===== src/design/ruh_pkg.sv =====
`timescale 1ns / 1ps
// ----------------------------------------------------------------------------
// ruh_pkg
// Shared constants, codes and types of the register usage histogram core.
// ----------------------------------------------------------------------------
package ruh_pkg;

	localparam int REG_COUNT_MAX = 256;
	localparam int HIST_LEN_MAX  = 4096;
	localparam int REG_W   = $clog2(REG_COUNT_MAX);
	localparam int RCNT_W  = $clog2(REG_COUNT_MAX) + 1;
	localparam int BIN_W   = $clog2(HIST_LEN_MAX);
	localparam int LEN_W   = $clog2(HIST_LEN_MAX) + 1;
	localparam int STAMP_W = 32;
	localparam int CNT_W   = 32;

	localparam logic [REG_W-1:0] SKIP_REG_A = REG_W'(0);
	localparam logic [REG_W-1:0] SKIP_REG_B = REG_W'(28);

	localparam logic [1:0] FN_READ     = 2'd0;
	localparam logic [1:0] FN_RD_STAMP = 2'd1;
	localparam logic [1:0] FN_WRITE    = 2'd2;
	localparam logic [1:0] FN_READOUT  = 2'd3;

	localparam logic [2:0] TBL_RI     = 3'd0;
	localparam logic [2:0] TBL_LIFE   = 3'd1;
	localparam logic [2:0] TBL_DU     = 3'd2;
	localparam logic [2:0] TBL_READS  = 3'd3;
	localparam logic [2:0] TBL_WRITES = 3'd4;

	localparam logic [1:0] ST_OK     = 2'd0;
	localparam logic [1:0] ST_DIST   = 2'd1;
	localparam logic [1:0] ST_BADREG = 2'd2;
	localparam logic [1:0] ST_BADBIN = 2'd3;

	localparam logic [1:0] CFG_USE_LEN   = 2'd0;
	localparam logic [1:0] CFG_LIFE_LEN  = 2'd1;
	localparam logic [1:0] CFG_REG_COUNT = 2'd2;

	typedef struct packed {
		logic latch;
		logic rd;
		logic calc;
		logic hrd;
		logic wb;
		logic clr;
	} ruh_cmd_t;

	typedef struct packed {
		logic clr_last;
	} ruh_stat_t;

endpackage


===== src/design/ruh_ctrl.sv =====
`timescale 1ns / 1ps
// ----------------------------------------------------------------------------
// ruh_ctrl
// Sequencer: memory clear after reset, then read, compute, histogram read
// and write-back for each item.
// ----------------------------------------------------------------------------
module ruh_ctrl (
	input  logic              clk,
	input  logic              arst_n,
	input  logic              start,
	input  ruh_pkg::ruh_stat_t stat,
	output ruh_pkg::ruh_cmd_t  cmd,
	output logic              busy
);
	import ruh_pkg::*;

	typedef enum logic [5:0] {
		S_CLR  = 6'b000001,
		S_IDLE = 6'b000010,
		S_RD   = 6'b000100,
		S_CALC = 6'b001000,
		S_HRD  = 6'b010000,
		S_WB   = 6'b100000
	} state_t;

	state_t state_q, state_d;

	always_comb begin
		state_d = state_q;
		unique case (state_q)
			S_CLR:  if (stat.clr_last) state_d = S_IDLE;
			S_IDLE: if (start) state_d = S_RD;
			S_RD:   state_d = S_CALC;
			S_CALC: state_d = S_HRD;
			S_HRD:  state_d = S_WB;
			S_WB:   state_d = S_IDLE;
			default: state_d = S_CLR;
		endcase
	end

	always_ff @(posedge clk or negedge arst_n) begin
		if (!arst_n) state_q <= S_CLR;
		else state_q <= state_d;
	end

	always_comb begin
		cmd.latch = (state_q == S_IDLE) && start;
		cmd.rd    = (state_q == S_RD);
		cmd.calc  = (state_q == S_CALC);
		cmd.hrd   = (state_q == S_HRD);
		cmd.wb    = (state_q == S_WB);
		cmd.clr   = (state_q == S_CLR);
		busy      = (state_q != S_IDLE);
	end

endmodule


===== config.mk =====
export PLATFORM = sky130hd
export DESIGN_NAME = ruh_ctrl
export DESIGN_NICKNAME = d
export VERILOG_FILES = /design/src/design/ruh_pkg.sv /design/src/design/ruh_ctrl.sv
export SDC_FILE = /design/constraint.sdc
export NUM_CORES = 1
export LEC_CHECK = 0
export ABC_CLOCK_PERIOD_IN_PS = 1300
export BUFFER_PORTS_ARGS = -buffer_cell sky130_fd_sc_hd__buf_2
export CAP_MARGIN = 20
export CELL_PAD_IN_SITES_DETAIL_PLACEMENT = 1
export CELL_PAD_IN_SITES_GLOBAL_PLACEMENT = 1
export CORE_AREA = 2 2 39 41
export DETAILED_ROUTE_END_ITERATION = 12
export DIE_AREA = 0 0 41 43
export PLACE_DENSITY_LB_ADDON = 0.1
export REMOVE_ABC_BUFFERS = 1
export SLEW_MARGIN = 20
export SYNTH_ARGS = -nofsm -noshare
export SYNTH_HDL_FRONTEND = slang
export SYNTH_SLANG_ARGS = --single-unit

===== constraint.sdc =====
create_clock -name clk -period 1.3 [get_ports clk]
set_input_delay 0.13 -clock clk [delete_from_list [all_inputs] [get_ports clk]]
set_output_delay 0.13 -clock clk [all_outputs]
set_load 0.005 [all_outputs]

==> flow_metrics.tcl <==
set metrics [dict create \
    synth_top_cell_area_share 0.347 \
    syn_avg_cell_area_um2 12.0 \
    area_growth_pct 81.9 \
    cts-buffers-inserted 3 \
    avgViaCountPerCell 4.86 \
    largest_register_ffs 6 \
    worst_hold_path_type "primary input to flop" \
    synth.lib_cells_used.distinct 21 \
    rsz0062_at_grt "yes" \
    grt_start_max_net_pins 7 \
    finalCritPeriodShare 1.24 \
    start_util 0.260 \
    synthesis.instances 30 \
    critPathArrivalTime_ps 1490 \
    top_area_cells_in_the_synthesized_netlist "dfrtp_1 (35%), nor4b_2 (8.3%), dfstp_2 (7.3%)" \
    run_status "finished, violations left" \
    report.power.total_mw 1.04 \
    most-common-layout-cells "buf_4 (10), buf_2 (9), dfrtp_1 (5)" \
    final_max_slew_viol_count 0 \
    ir_worst_vdd_mv 0.741 \
    globalRoute.totalOverflow 0 \
    failed_checks "setup timing" \
    antennaDiodeCount 0 \
    top_register "state_q" \
    postLayoutSetupSlackWorst_ps -316 \
    io_buffers 10 \
    crit_type "flop to output pin" \
    crit_path_max_incr_delay_ps 420 \
    dieArea_um2 1760 \
    ys_ff_latch 6 \
    drt_pass1_iterations 2 \
    coreArea_um2 1380 \
    placed_cells_incl_taps 63 \
    finalSetupTns_ps -1370 \
    synth_largest_area_cell "dfrtp_1" \
    grt_util_all_layers 0.140 \
    setup_viol 11 \
    drtIter0Drc 3 \
    detailedPlacementHpwl_um 691 \
    clock_tree.buffer_depth 2 \
    largestRegisters "state_q x6" \
    die-width_um 41 \
    worst_setup_path_start_kind "flop" \
    layout_commonest_cell "buf_4" \
    synth-seq-area-share 0.420 \
    dpl_cell_area_um2 479 \
    finalInstanceArea_um2 656 \
    worstPathRequired_ps 1170 \
    clk_pin_slew_ps 60 \
    final_net_count 61 \
    routedWlPerCell_um 14.6 \
    final_critical_path_required_period_ps 1620 \
    powerDensity_nw_per_um2 1590 \
    global_route_wire_length_before_repair_um 1550 \
    filler_cell_count 154 \
    worst_clock_skew_ps 15.0 \
    cts-root-buf "clkbuf_4" \
    critical_path.endpoint_type "output pin" \
    globalplace.congestion 0.683 \
    final_cells 72 \
    critical_path.max_fanout 4 \
    drc_errors 0 \
    placement_rows 14 \
    report.final.hold_viol_count 0 \
    vias 350 \
    ioPinCount 11 \
    max-slew-margin-rel 0.786 \
    clock_insertion_delay_worst_skew_ps 250 \
    total_number_of_yosys_warnings 0 \
    drt-total-wl_um 1050 \
    number_of_levels_the_h_tree_was_split_into 1 \
    fraction_of_layout_cells_with_a_size_suffix_above_1 0.732 \
    clkSinkCount 6 \
    first_global_vias 347 \
    worst_pin_slew_ps 319 \
    mappedNetlistArea_um2 360 \
    number_of_antenna_violations_at_the_first_check_in_global_routing 0 \
    total_leakage_power_nw 0.270 \
    slowest_stage_cell_crit_path "or3_4" \
    tritoncts "done" \
    critical_path.cell_chain "or3_4, nor4b_2, buf_2" \
    drt.antenna.violating_nets 0 \
    die_h_um 43 \
    max_freq_mhz 619 \
    max-cap-violations 0 \
]
[area by class of cell]
type | count | area [um2] | share of cell area
well taps | 16 | 20.0 | 0.0305
clock buffers | 4 | 26.3 | 0.0401
multi-input cells | 23 | 294 | 0.448
flip-flops and latches | 6 | 151 | 0.231
repair buffers | 23 | 164 | 0.250
[cells by family (layout without fill, tap and decap cells)]
group,Yosys count,in the layout,synth area share
flops,6,6,0.420
compound gates,4,4,0.0868
simple gates,18,18,0.437
buf+inv,1,27,0.0312
xor+xnor,1,1,0.0243
[worst max-delay path: cells and delay by family (launching register included)]
kind                   cells  cell delay, ps
and+or+nand+nor            2             690
DFF                        1             380
buffers and inverters      1             170
[final timing paths]
| kind | start | end | slack, ps | cells after the start |
|---|---|---|---|---|
| max in group asynchronous | arst_n | state_q[0] | 840 | 2 |
| hold reg to reg | state_q[4] | state_q[3] | 640 | 2 |
| hold / removal | start | state_q[2] | 160 | 2 |
| setup reg to reg | state_q[1] | state_q[4] | -110 | 4 |
| min in group asynchronous | arst_n | state_q[3] | 230 | 2 |
| setup / recovery | state_q[1] | cmd[2] | -320 | 3 |
[per-layer routing]
| layer | vias up | track usage | share of wire |
|---|---|---|---|
| met4 | 0 | 0.0400 | 0 |
| li1 | 170 | - | - |
| met3 | 0 | 0.0785 | 0.053 |
| met5 | - | 0 | 0 |
| met1 | 169 | 0.152 | 0.41 |
| met2 | 11 | 0.222 | 0.53 |
[repair_timing]
action	CTS	global route
gates resized for setup	12	9
buffers inserted	2	3
endpoints found under the hold margin	6	0
hold buffers	1	0
setup endpoints to repair	11	12
pin swaps	3	4
[through the flow]
step                utilization  hold WS, ps  worst slack, ps
floorplan                     -         -166            -76.7
global placement          0.346        -38.3            -78.1
detailed placement        0.346        -40.8             -137
CTS                       0.429          156             -342
global route              0.474          173             -366
finish                    0.474          161             -316
[cell usage after synthesis]
| cell type | n |
|---|---|
| a2111oi_1 | 1 |
| a21boi_0 | 1 |
| a21oi_1 | 1 |
| and2_1 | 1 |
| and2_2 | 1 |
| and3_1 | 2 |
| and3_2 | 1 |
| buf_6 | 1 |
| dfrtp_1 | 5 |
| dfstp_2 | 1 |
| nand2_1 | 1 |
| nor2_1 | 1 |
| nor3_1 | 1 |
| nor3b_1 | 2 |
| nor4b_1 | 3 |
| nor4b_2 | 2 |
| nor4b_4 | 1 |
| o2bb2ai_1 | 1 |
| or3_1 | 1 |
| or4b_1 | 1 |
| xnor2_1 | 1 |
[power by group]
part,switching [mW],internal (mW)
clock,0.0764,0.117
sequential,0.0189,0.232
combinational,0.269,0.329
total,0.365,0.677
Note: power is estimated with default switching activity, not from simulation.
